**src/sv/skf_pkg.sv**
```systemverilog
// Shared widths, register codes and reset values for the scalar Kalman filter.
`timescale 1ns / 1ps

package skf_pkg;

  localparam int DATA_W = 32;
  localparam int ADDR_W = 3;

  typedef logic [DATA_W-1:0] word_t;

  typedef enum logic {
    REG_PROCESS_NOISE = 1'b0,
    REG_MEAS_NOISE    = 1'b1
  } reg_idx_t;

  localparam word_t PROCESS_NOISE_RST = 32'd1442;
  localparam word_t MEAS_NOISE_RST    = 32'd65536;

endpackage

```
**src/sv/skf_div.sv**
```systemverilog
// Bit-serial restoring divider that forms the gain Ppred / (Ppred + R).
`timescale 1ns / 1ps

module skf_div import skf_pkg::*; #(
  parameter int FRAC_BITS = 16
) (
  input  logic               clk,
  input  logic               rst,
  input  logic               start,
  input  word_t              ppred,
  input  word_t              meas_noise,
  output logic [FRAC_BITS:0] gain,
  output logic               done
);

  localparam int CNT_W = $clog2(FRAC_BITS + 1);
  localparam int REM_W = DATA_W + 2;

  logic [DATA_W:0]    denom;
  logic [REM_W-1:0]   rem;
  logic [FRAC_BITS:0] quo;
  logic [CNT_W-1:0]   cnt;
  logic               busy;
  logic               zero_den;
  logic [REM_W:0]     trial;
  logic               ge;

  assign trial = {1'b0, rem} - {2'b00, denom};
  assign ge    = ~trial[REM_W];
  assign gain  = zero_den ? '0 : quo;

  always_ff @(posedge clk) begin
    if (rst) begin
      busy <= 1'b0;
      done <= 1'b0;
      cnt  <= '0;
    end else begin
      done <= busy && !start && (cnt == CNT_W'(FRAC_BITS));
      if (start) begin
        busy     <= 1'b1;
        cnt      <= '0;
        denom    <= {1'b0, ppred} + {1'b0, meas_noise};
        rem      <= {2'b00, ppred};
        quo      <= '0;
        zero_den <= (ppred == '0) && (meas_noise == '0);
      end else if (busy) begin
        quo <= {quo[FRAC_BITS-1:0], ge};
        if (ge) begin
          rem <= {trial[REM_W-2:0], 1'b0};
        end else begin
          rem <= {rem[REM_W-2:0], 1'b0};
        end
        if (cnt == CNT_W'(FRAC_BITS)) begin
          busy <= 1'b0;
        end else begin
          cnt <= cnt + 1'b1;
        end
      end
    end
  end

endmodule

```
**src/sv/skf_mul.sv**
```systemverilog
// Bit-serial shift-add multiplier that returns floor(a * b / 2^FRAC_BITS).
`timescale 1ns / 1ps

module skf_mul #(
  parameter int FRAC_BITS = 16,
  parameter int A_W       = 33
) (
  input  logic                clk,
  input  logic                rst,
  input  logic                start,
  input  logic signed [A_W-1:0] mcand,
  input  logic [FRAC_BITS:0]  mplier,
  output logic signed [A_W:0] product,
  output logic                done
);

  localparam int CNT_W = $clog2(FRAC_BITS + 1);

  logic signed [A_W-1:0] mc;
  logic [FRAC_BITS:0]    mbits;
  logic [CNT_W-1:0]      cnt;
  logic                  busy;
  logic signed [A_W:0]   addend;
  logic signed [A_W:0]   sum;

  assign addend = mbits[0] ? {mc[A_W-1], mc} : '0;
  assign sum    = product + addend;

  always_ff @(posedge clk) begin
    if (rst) begin
      busy <= 1'b0;
      done <= 1'b0;
      cnt  <= '0;
    end else begin
      done <= busy && !start && (cnt == CNT_W'(FRAC_BITS));
      if (start) begin
        busy    <= 1'b1;
        cnt     <= '0;
        mc      <= mcand;
        mbits   <= mplier;
        product <= '0;
      end else if (busy) begin
        mbits <= mbits >> 1;
        if (cnt == CNT_W'(FRAC_BITS)) begin
          product <= sum;
          busy    <= 1'b0;
        end else begin
          product <= sum >>> 1;
          cnt     <= cnt + 1'b1;
        end
      end
    end
  end

endmodule

```
**src/sv/scalar_kalman_filter.sv**
```systemverilog
// Top level of the scalar Kalman filter: registers, sequencer and item handshakes.
`timescale 1ns / 1ps

// One measurement is taken at a time and produces one estimate. From its
// acceptance an item passes through these steps in order: the predicted
// covariance, the start of the divider, the bit-serial restoring divider that
// forms the gain, the start of the multipliers, the two shift-add multipliers
// that run side by side for the estimate and the covariance, and the loading of
// the result. The result sits in an output register, so the next measurement
// is accepted while it waits to be taken.

module scalar_kalman_filter import skf_pkg::*; #(
  parameter int FRAC_BITS = 16
) (
  input  logic              clk,
  input  logic              rst,
  input  logic              s_axis_tvalid,
  output logic              s_axis_tready,
  input  logic [31:0]       s_axis_tdata,  // measurement
  output logic              m_axis_tvalid,
  input  logic              m_axis_tready,
  output logic [31:0]       m_axis_tdata,  // estimate
  input  logic              psel,
  input  logic              penable,
  input  logic              pwrite,
  input  logic [ADDR_W-1:0] paddr,
  input  logic [31:0]       pwdata,
  output logic [31:0]       prdata,
  output logic              pready
);

  localparam int A_W = DATA_W + 1;
  localparam logic [FRAC_BITS:0] GAIN_ONE = (FRAC_BITS + 1)'(1) << FRAC_BITS;

  typedef enum logic [2:0] {
    ST_IDLE,
    ST_PREP,
    ST_DIV,
    ST_MUL,
    ST_DONE
  } state_t;

  state_t state;

  word_t process_noise;
  word_t meas_noise;
  word_t last_estimate;
  word_t error_cov;
  word_t meas;
  word_t ppred;
  logic [FRAC_BITS:0] gain;
  logic div_go;
  logic mul_go;

  logic [FRAC_BITS:0] div_gain;
  logic               div_done;
  logic signed [A_W:0] est_prod;
  logic signed [A_W:0] cov_prod;
  logic               est_done;
  logic               cov_done;

  logic [DATA_W:0]     ppred_sum;
  logic signed [A_W-1:0] diff;
  logic [A_W:0]        est_next;
  logic                out_free;
  reg_idx_t            widx;

  assign pready        = 1'b1;
  assign s_axis_tready = (state == ST_IDLE);
  assign out_free      = ~m_axis_tvalid | m_axis_tready;
  assign ppred_sum     = {1'b0, error_cov} + {1'b0, process_noise};
  assign diff          = $signed({meas[DATA_W-1], meas}) -
                         $signed({last_estimate[DATA_W-1], last_estimate});
  assign est_next      = {{2{last_estimate[DATA_W-1]}}, last_estimate} + est_prod;
  assign widx          = reg_idx_t'(paddr[2]);

  always_comb begin
    unique case (widx)
      REG_PROCESS_NOISE: prdata = process_noise;
      REG_MEAS_NOISE:    prdata = meas_noise;
      default:           prdata = '0;
    endcase
  end

  always_ff @(posedge clk) begin
    if (rst) begin
      process_noise <= PROCESS_NOISE_RST;
      meas_noise    <= MEAS_NOISE_RST;
    end else if (psel && penable && pwrite && pready) begin
      unique case (widx)
        REG_PROCESS_NOISE: process_noise <= pwdata;
        REG_MEAS_NOISE:    meas_noise    <= pwdata;
        default:           ;
      endcase
    end
  end

  skf_div #(
    .FRAC_BITS(FRAC_BITS)
  ) u_div (
    .clk       (clk),
    .rst       (rst),
    .start     (div_go),
    .ppred     (ppred),
    .meas_noise(meas_noise),
    .gain      (div_gain),
    .done      (div_done)
  );

  skf_mul #(
    .FRAC_BITS(FRAC_BITS),
    .A_W      (A_W)
  ) u_mul_est (
    .clk    (clk),
    .rst    (rst),
    .start  (mul_go),
    .mcand  (diff),
    .mplier (gain),
    .product(est_prod),
    .done   (est_done)
  );

  skf_mul #(
    .FRAC_BITS(FRAC_BITS),
    .A_W      (A_W)
  ) u_mul_cov (
    .clk    (clk),
    .rst    (rst),
    .start  (mul_go),
    .mcand  ($signed({1'b0, ppred})),
    .mplier (GAIN_ONE - gain),
    .product(cov_prod),
    .done   (cov_done)
  );

  always_ff @(posedge clk) begin
    if (rst) begin
      state         <= ST_IDLE;
      div_go        <= 1'b0;
      mul_go        <= 1'b0;
      m_axis_tvalid <= 1'b0;
      last_estimate <= '0;
      error_cov     <= '0;
    end else begin
      div_go <= (state == ST_PREP);
      mul_go <= (state == ST_DIV) && div_done;
      if (state == ST_DONE && out_free) begin
        m_axis_tvalid <= 1'b1;
      end else if (m_axis_tvalid && m_axis_tready) begin
        m_axis_tvalid <= 1'b0;
      end
      unique case (state)
        ST_IDLE: begin
          if (s_axis_tvalid) begin
            meas  <= s_axis_tdata;
            state <= ST_PREP;
          end
        end
        ST_PREP: begin
          ppred  <= ppred_sum[DATA_W] ? '1 : ppred_sum[DATA_W-1:0];
          state  <= ST_DIV;
        end
        ST_DIV: begin
          if (div_done) begin
            gain   <= div_gain;
            state  <= ST_MUL;
          end
        end
        ST_MUL: begin
          if (est_done) begin
            state <= ST_DONE;
          end
        end
        ST_DONE: begin
          if (out_free) begin
            last_estimate <= est_next[DATA_W-1:0];
            error_cov     <= cov_prod[DATA_W-1:0];
            m_axis_tdata  <= est_next[DATA_W-1:0];
            state         <= ST_IDLE;
          end
        end
        default: state <= ST_IDLE;
      endcase
    end
  end

  a_div_in_div: assert property (@(posedge clk) disable iff (rst)
    div_done |-> state == ST_DIV)
    else $error("divider finished outside the divide phase");

  a_gain_bound: assert property (@(posedge clk) disable iff (rst)
    (state == ST_DIV && div_done) |=> gain <= GAIN_ONE)
    else $error("gain above one");

  a_mul_sync: assert property (@(posedge clk) disable iff (rst)
    est_done == cov_done)
    else $error("multipliers out of step");

  a_cov_shrinks: assert property (@(posedge clk) disable iff (rst)
    (state == ST_DONE && out_free) |=> error_cov <= $past(ppred))
    else $error("covariance grew past its prediction");

  a_result_loaded: assert property (@(posedge clk) disable iff (rst)
    (state == ST_DONE && out_free) |=> m_axis_tvalid && state == ST_IDLE)
    else $error("result not presented after update");

endmodule

```
**config.mk**
```make
export PLATFORM = sky130hd
export DESIGN_NAME = scalar_kalman_filter
export DESIGN_NICKNAME = d
export VERILOG_FILES = /design/src/sv/skf_pkg.sv /design/src/sv/skf_div.sv /design/src/sv/skf_mul.sv /design/src/sv/scalar_kalman_filter.sv
export SDC_FILE = /design/constraint.sdc
export NUM_CORES = 1
export LEC_CHECK = 0
export ABC_AREA = 0
export BUFFER_PORTS_ARGS = -buffer_cell sky130_fd_sc_hd__buf_2
export CAP_MARGIN = 40
export CORE_ASPECT_RATIO = 1.4
export CORE_MARGIN = 2
export CORE_UTILIZATION = 45
export DETAILED_ROUTE_END_ITERATION = 8
export SETUP_SLACK_MARGIN = 0.2
export SLEW_MARGIN = 15
export SYNTH_ARGS = -nofsm -noshare
export SYNTH_HDL_FRONTEND = slang
export SYNTH_HIERARCHICAL = 1
export SYNTH_SLANG_ARGS = --single-unit
```
**constraint.sdc**
```tcl
create_clock -name clk -period 5.5 [get_ports clk]
set_input_delay 0 -clock clk [delete_from_list [all_inputs] [get_ports clk]]
set_output_delay 0 -clock clk [all_outputs]
set_load 0.03 [all_outputs]
```
==> impl_metrics.yaml, run 1 <==
setup_path:
  path_cells: "and2_1, ha_1, inv_1, fa_1, nand2b_1, a211oi_1, o2111a_1, o21ai_2, o21bai_1, a31oi_1, o21bai_1, xor2_1, a22o_1"
  cp-start-kind: "flop"
  critPathArrivalTime_ns: 4.00
  crit_path_frequent_cell: "o21bai_1"
  worstPathMaxFanout: 9
  cp.required_ns: 5.88
  crit_type: "reg2reg"
  worst_path_max_delay_cell: "edfxtp_1"
  slowest_delay_ns: 0.54
  critPathCaptureType: "flop"
timing:
  worst_slack_ns: 1.88
  fin_skew_ns: 0.0273
  setup_violations: 0
  hold_viol_final: 0
  period_share_pct: 65.8
  period_needed_ns: 3.62
  maxSlewHeadroom_pct: 41.5
  slew_violations: 0
  worstMarginPinSlew_ns: 0.871
  max_freq_mhz: 276
  setup_tns_ns: 0
  rsz0062_at_grt: "no"
clock_tree:
  root_buffer: "clkbuf_16"
  htreeDepth: 2
  cts.sinks: 520
  cts_tree: "yes"
  cts_resized: 0
  clkTransAtPathRegs_ns: 0.06
  cts_buffer_depth: 3
  numCtsBuffers: 57
  clk_latency_ns: 0.63
layout:
  num-nets-final: 3857
  utilization_pct: 51.8
  syn2layout_area_growth_pct: 14.0
  layout-drive-gt1-share_pct: 12.0
  fill_cells: 6633
route:
  avgViaCountPerCell: 5.59
  drc: 0
  wl_um: 88100
  drt_iter0_drc: 1413
  wl_per_cell_um: 19.4
  drtAntennaViolNets: 0
  vias: 25376
  drt-pass1-iter-count: 5
synth:
  yosysWarnings: 6
  avgSynthCellArea_um2: 9.54
  netlist_area_um2: 32300
  synthCells: 3390
  synth_nets: 3704
floorplan:
  rows: 116
  start_util_pct: 45.4
  dieArea_um2: 74100
  core_area_um2: 71300
  dieHeight_um: 321
  die-width_um: 231
  ios: 141
min_path:
  worstHoldPathType: "in2reg"
global_route:
  grt_pass1_wl_um: 138000
  grt_max_degree: 70
  antenna_found_initial: 3
  grt_pass1_vias: 25360
  grt-ovfl-total: 0
  grt_usage_pct: 23.6
status:
  status: "finished clean"
run:
  drv_cap: 0
placement:
  pre_cts_ws_ns: 1.86
  port_buffers: 137
  place_congestion: 0.929
  hpwlAfterDp_um: 66200
power:
  p_total_uw: 9180
  ir_drop_v: 0.000242
  p_leak_uw: 0.0146
  power.density_nw_per_um2: 249
==> final timing paths <==
kind,from,end,slack [ns],cells after the start
max,u_mul_est/mbits[0],u_mul_est/product[27],1.88,13
min,paddr[2],process_noise[6],0.08,5
max reg2reg,u_mul_est/mbits[0],u_mul_est/product[27],1.88,13
min reg2reg,error_cov[30],error_cov[30],0.47,2
==> metrics by stage <==
step,hold WS (ns),cells,instance area [um2]
final,0.0757,4540,36900
after global routing,0.0580,4536,36900
after CTS,0.0288,4535,36900
after detailed placement,0.178,4355,34000
after global placement,0.178,4348,33900
after floorplan,0.0691,3390,32300
==> registers in the layout (all words and copies together), names as in the netlist, 3 cells and up <==
register	flops
error_cov	32
gain	17
last_estimate	32
m_axis_tdata	32
meas	32
meas_noise	32
ppred	32
process_noise	32
state	3
u_div/cnt	5
u_div/denom	33
u_div/quo	17
u_div/rem	34
u_mul_cov/cnt	5
u_mul_cov/mbits	17
u_mul_cov/mc	33
u_mul_cov/product	34
u_mul_est/cnt	5
u_mul_est/mbits	17
u_mul_est/mc	33
u_mul_est/product	34
==> area by class of cell <==
cell class / count / area [um2] / area share [%]
Clock inverter: 32 / 405 / 1.10
Inverter: 137 / 514 / 1.39
Timing Repair Buffer: 244 / 1790 / 4.86
Clock buffer: 76 / 1710 / 4.64
Antenna cell: 4 / 10.0 / 0.0271
Sequential cell: 520 / 14100 / 38.2
Multi-Input combinational cell: 2583 / 17200 / 46.6
Tap cell: 944 / 1180 / 3.20
==> where the power goes <==
group / total (uW) / internal (uW) / switching (uW)
Combinational: 624 / 263 / 360
Sequential: 4290 / 4240 / 53.8
Clock: 4270 / 2610 / 1660
==> cell usage in the layout (no fill, tap or decap), drive strengths merged, types with 72 or more instances in the layout <==
cell type    instances
nand2              495
a21oi              373
edfxtp             366
ha                 233
nor2               202
buf                172
dfxtp              154
inv                141
o21ai              127
xnor2              126
a21o               110
xor2                83
and2                80
mux2                77
clkbuf              76
dlygate4sd3         72
==> what timing repair did <==
action                    4_1_cts  5_1_grt
hold buffers                   72        0
hold endpoints to repair      132        0
buffers inserted                0        0
==> worst max-delay path, delay by kind of cell, from the launching register on <==
family / cells / cell delay (ns)
DFF: 1 / 0.54
adders and majority gates: 2 / 0.64
xor gates and xnor gates: 1 / 0.10
and+or+nand+nor: 2 / 0.36
AOI/OAI and AO/OA: 7 / 1.66
buffers and inverters: 1 / 0.07
==> layer usage <==
metal  vias up  share of wire (%)  wire, um  global-route usage [%]
met5         -              0.016        14                       0
met4         2                4.2      3720                    9.49
met3       154                4.1      3580                    3.14
met2       561                 52     45900                    44.2
met1     12043                 40     34900                    26.9
li1      12616                  -         -                       -
No activity file was read; power rests on OpenSTA's default activity.
==> run 2, diff against run 1 <==
- clock period: 5.5 -> 3 ns (I/O delays scaled with it)
==> run 2 against run 1 <==
Compared with the run above: the run now ends with negative setup slack left; via count rose by 8.6%; non-clock buffer count rose by 362; utilization rose by 8.0 points; combinational power rose by 140%; register-to-register slack got worse by 2.0 ns; final area rose by 15%; die area did not move; sequential cell count did not move; sequential power rose by 83%; hold slack improved by 0.0042 ns.
==> impl_metrics.yaml, run 2 (synthesis results as in run 1) <==
layout:
  syn2layout_area_growth_pct: 31.6
  reg_top3: "u_div/rem (34), u_mul_cov/product (34), u_mul_est/product (34)"
  fin_cells: 4901
  layout-drive-gt1-share_pct: 29.3
  final_cell_mix: "nand2_1, edfxtp_1, buf_4, a21oi_1"
  final_common_cell: "nand2_1"
  num-nets-final: 4218
clock_tree:
  cts_buffer_depth: 3
  htreeDepth: 2
  clkTransAtPathRegs_ns: 0.06
  numCtsBuffers: 56
  cts.sinks: 520
  root_buffer: "clkbuf_16"
  clk_latency_ns: 0.64
  cts_tree: "yes"
timing:
  slew_violations: 0
  rsz0062_at_grt: "yes"
  hold_viol_final: 0
  period_share_pct: 106
  maxSlewHeadroom_pct: 31.7
  period_needed_ns: 3.17
  max_freq_mhz: 316
  fin_skew_ns: 0.0289
  setup_violations: 46
  worstMarginPinSlew_ns: 1.02
  worst_slack_ns: -0.166
power:
  p_int_uw: 12300
  switching_power_uw: 4030
  pwr-share-comb_pct: 9.1
  p_leak_uw: 0.0169
  ir_drop_v: 0.000472
  switching_share_pct: 24.7
  clockPowerShare_pct: 42.9
  power.density_nw_per_um2: 384
  seq_power_share_pct: 48.0
route:
  avgViaCountPerCell: 5.62
  vias: 27546
  wl_per_cell_um: 20.5
  drc: 0
  drt_iter0_drc: 1631
  drtAntennaViolNets: 0
  drt-pass1-iter-count: 5
  wl_um: 101000
setup_path:
  reg2reg_to: "u_mul_cov/product[32]"
  cp.required_ns: 3.36
  r2r_cells: 15
  timing.rr.start: "u_mul_cov/mbits[0]"
  critPathCaptureType: "flop"
  cp-start-kind: "flop"
  crit_type: "reg2reg"
  worstPathMaxFanout: 6
  critPathArrivalTime_ns: 3.53
  ff2ff_setup_slack_ns: -0.17
global_route:
  grt_pass1_wl_um: 153000
  grt_max_degree: 91
  antenna_found_initial: 4
  grt_usage_pct: 26.4
  grt-ovfl-total: 0
  grt_pass1_vias: 27676
status:
  status: "finished with violations"
  violations: "negative setup slack"
floorplan:
  dieArea_um2: 74100
  ios: 141
  die-width_um: 231
  start_util_pct: 45.4
  dieHeight_um: 321
  rows: 116
  core_area_um2: 71300
min_path:
  min_from: "s_axis_tdata[2]"
  holdPathStages: 2
  worstHoldPathType: "in2reg"
  worstHoldEndpoint: "meas[2]"
placement:
  hpwlAfterDp_um: 72800
  place_congestion: 0.952
  dp.cells: 4610
  pre_cts_ws_ns: -0.102
  port_buffers: 137
run:
  drv_cap: 0
run 2: cell count changes in the layout (fill, tap and decap cells not counted), moves of 19 or more:
| cell | delta |
|---|---|
| nand2_4 | +26 |
| nor2_1 | -19 |
| a21oi_1 | -69 |
| nand2_1 | -48 |
| ha_4 | +49 |
| xnor2_1 | -20 |
| buf_4 | +278 |
| ha_1 | -59 |
| nand2_2 | +22 |
| buf_6 | +52 |
| a21oi_2 | +63 |
| o21ai_0 | -33 |
run 2: cell type report:
type                    instances  area, um2
repair buffers                606       5060
multi-input cells            2583      19900
inverters                     137        514
diodes                          6       15.0
clock inverters                35        320
well taps                     944       1180
flip-flops and latches        520      14100
fillers                      6031      28700
clock buffers                  70       1510
run 2: what timing repair did:
action / 4_1_cts / 5_1_grt
hold buffers: 83 / 0
resized for setup: 334 / 258
gates cloned: 11 / 1
hold endpoints to repair: 133 / 0
setup endpoints to repair: 133 / 164
buffers inserted: 55 / 30
pin swaps: 125 / 136
run 2: per-layer routing:
| layer | GRT usage (%) | routed length [um] |
|---|---|---|
| met1 | 28.7 | 37800 |
| met2 | 49.7 | 53200 |
| met3 | 3.09 | 4020 |
| met4 | 13.9 | 5630 |
| met5 | 0 | 33 |
run 2: critical path: stages, from the launching register on:
cell and delay, ns:
edfxtp_1 0.48, buf_6 0.17, buf_12 0.12, and2_4 0.14, ha_4 0.15, inv_2 0.06
fa_2 0.20, nand2b_4 0.13, a21o_1 0.18, nand2_2 0.10, a2111oi_4 0.45, buf_4 0.19
nor3_2 0.04, or3_4 0.34, nand3_1 0.09, o31ai_1 0.07
run 2: through the flow:
stage,total power (uW),utilization (%),setup TNS [ns],hold WS [ns],area [um2]
4_1_cts,16400,57.6,-0.787,0.0397,41000
3_3_place_gp,9170,50.6,-0.204,0.177,36100
2_1_floorplan,8740,-,0,0.0691,32500
5_1_grt,16800,59.7,-8.30,0.0600,42500
6_report,16300,59.7,-2.59,0.0799,42600
3_5_place_dp,9170,50.6,-0.600,0.178,36100
run 2: worst max path at each step:
stage	from	end	slack (ns)	depth (start not counted)
floorplan	u_mul_est/mbits[0]	u_mul_est/product[27]	0.18	13
global placement	u_mul_est/mbits[0]	u_mul_est/product[26]	-0.06	13
detailed placement	u_mul_est/mbits[0]	u_mul_est/product[27]	-0.10	14
CTS	u_mul_est/mbits[0]	u_mul_est/product[27]	-0.09	14
global route	u_mul_est/mbits[0]	u_mul_est/product[32]	-0.27	12
finish	u_mul_cov/mbits[0]	u_mul_cov/product[32]	-0.17	15
run 2: power by group through the flow:
stage,clock network (uW),registers [uW],logic (uW)
finish,7000,7840,1480
global route,7410,7850,1590
CTS,7160,7840,1400
detailed placement,0,7990,1180
global placement,0,7990,1170
floorplan,0,7960,777
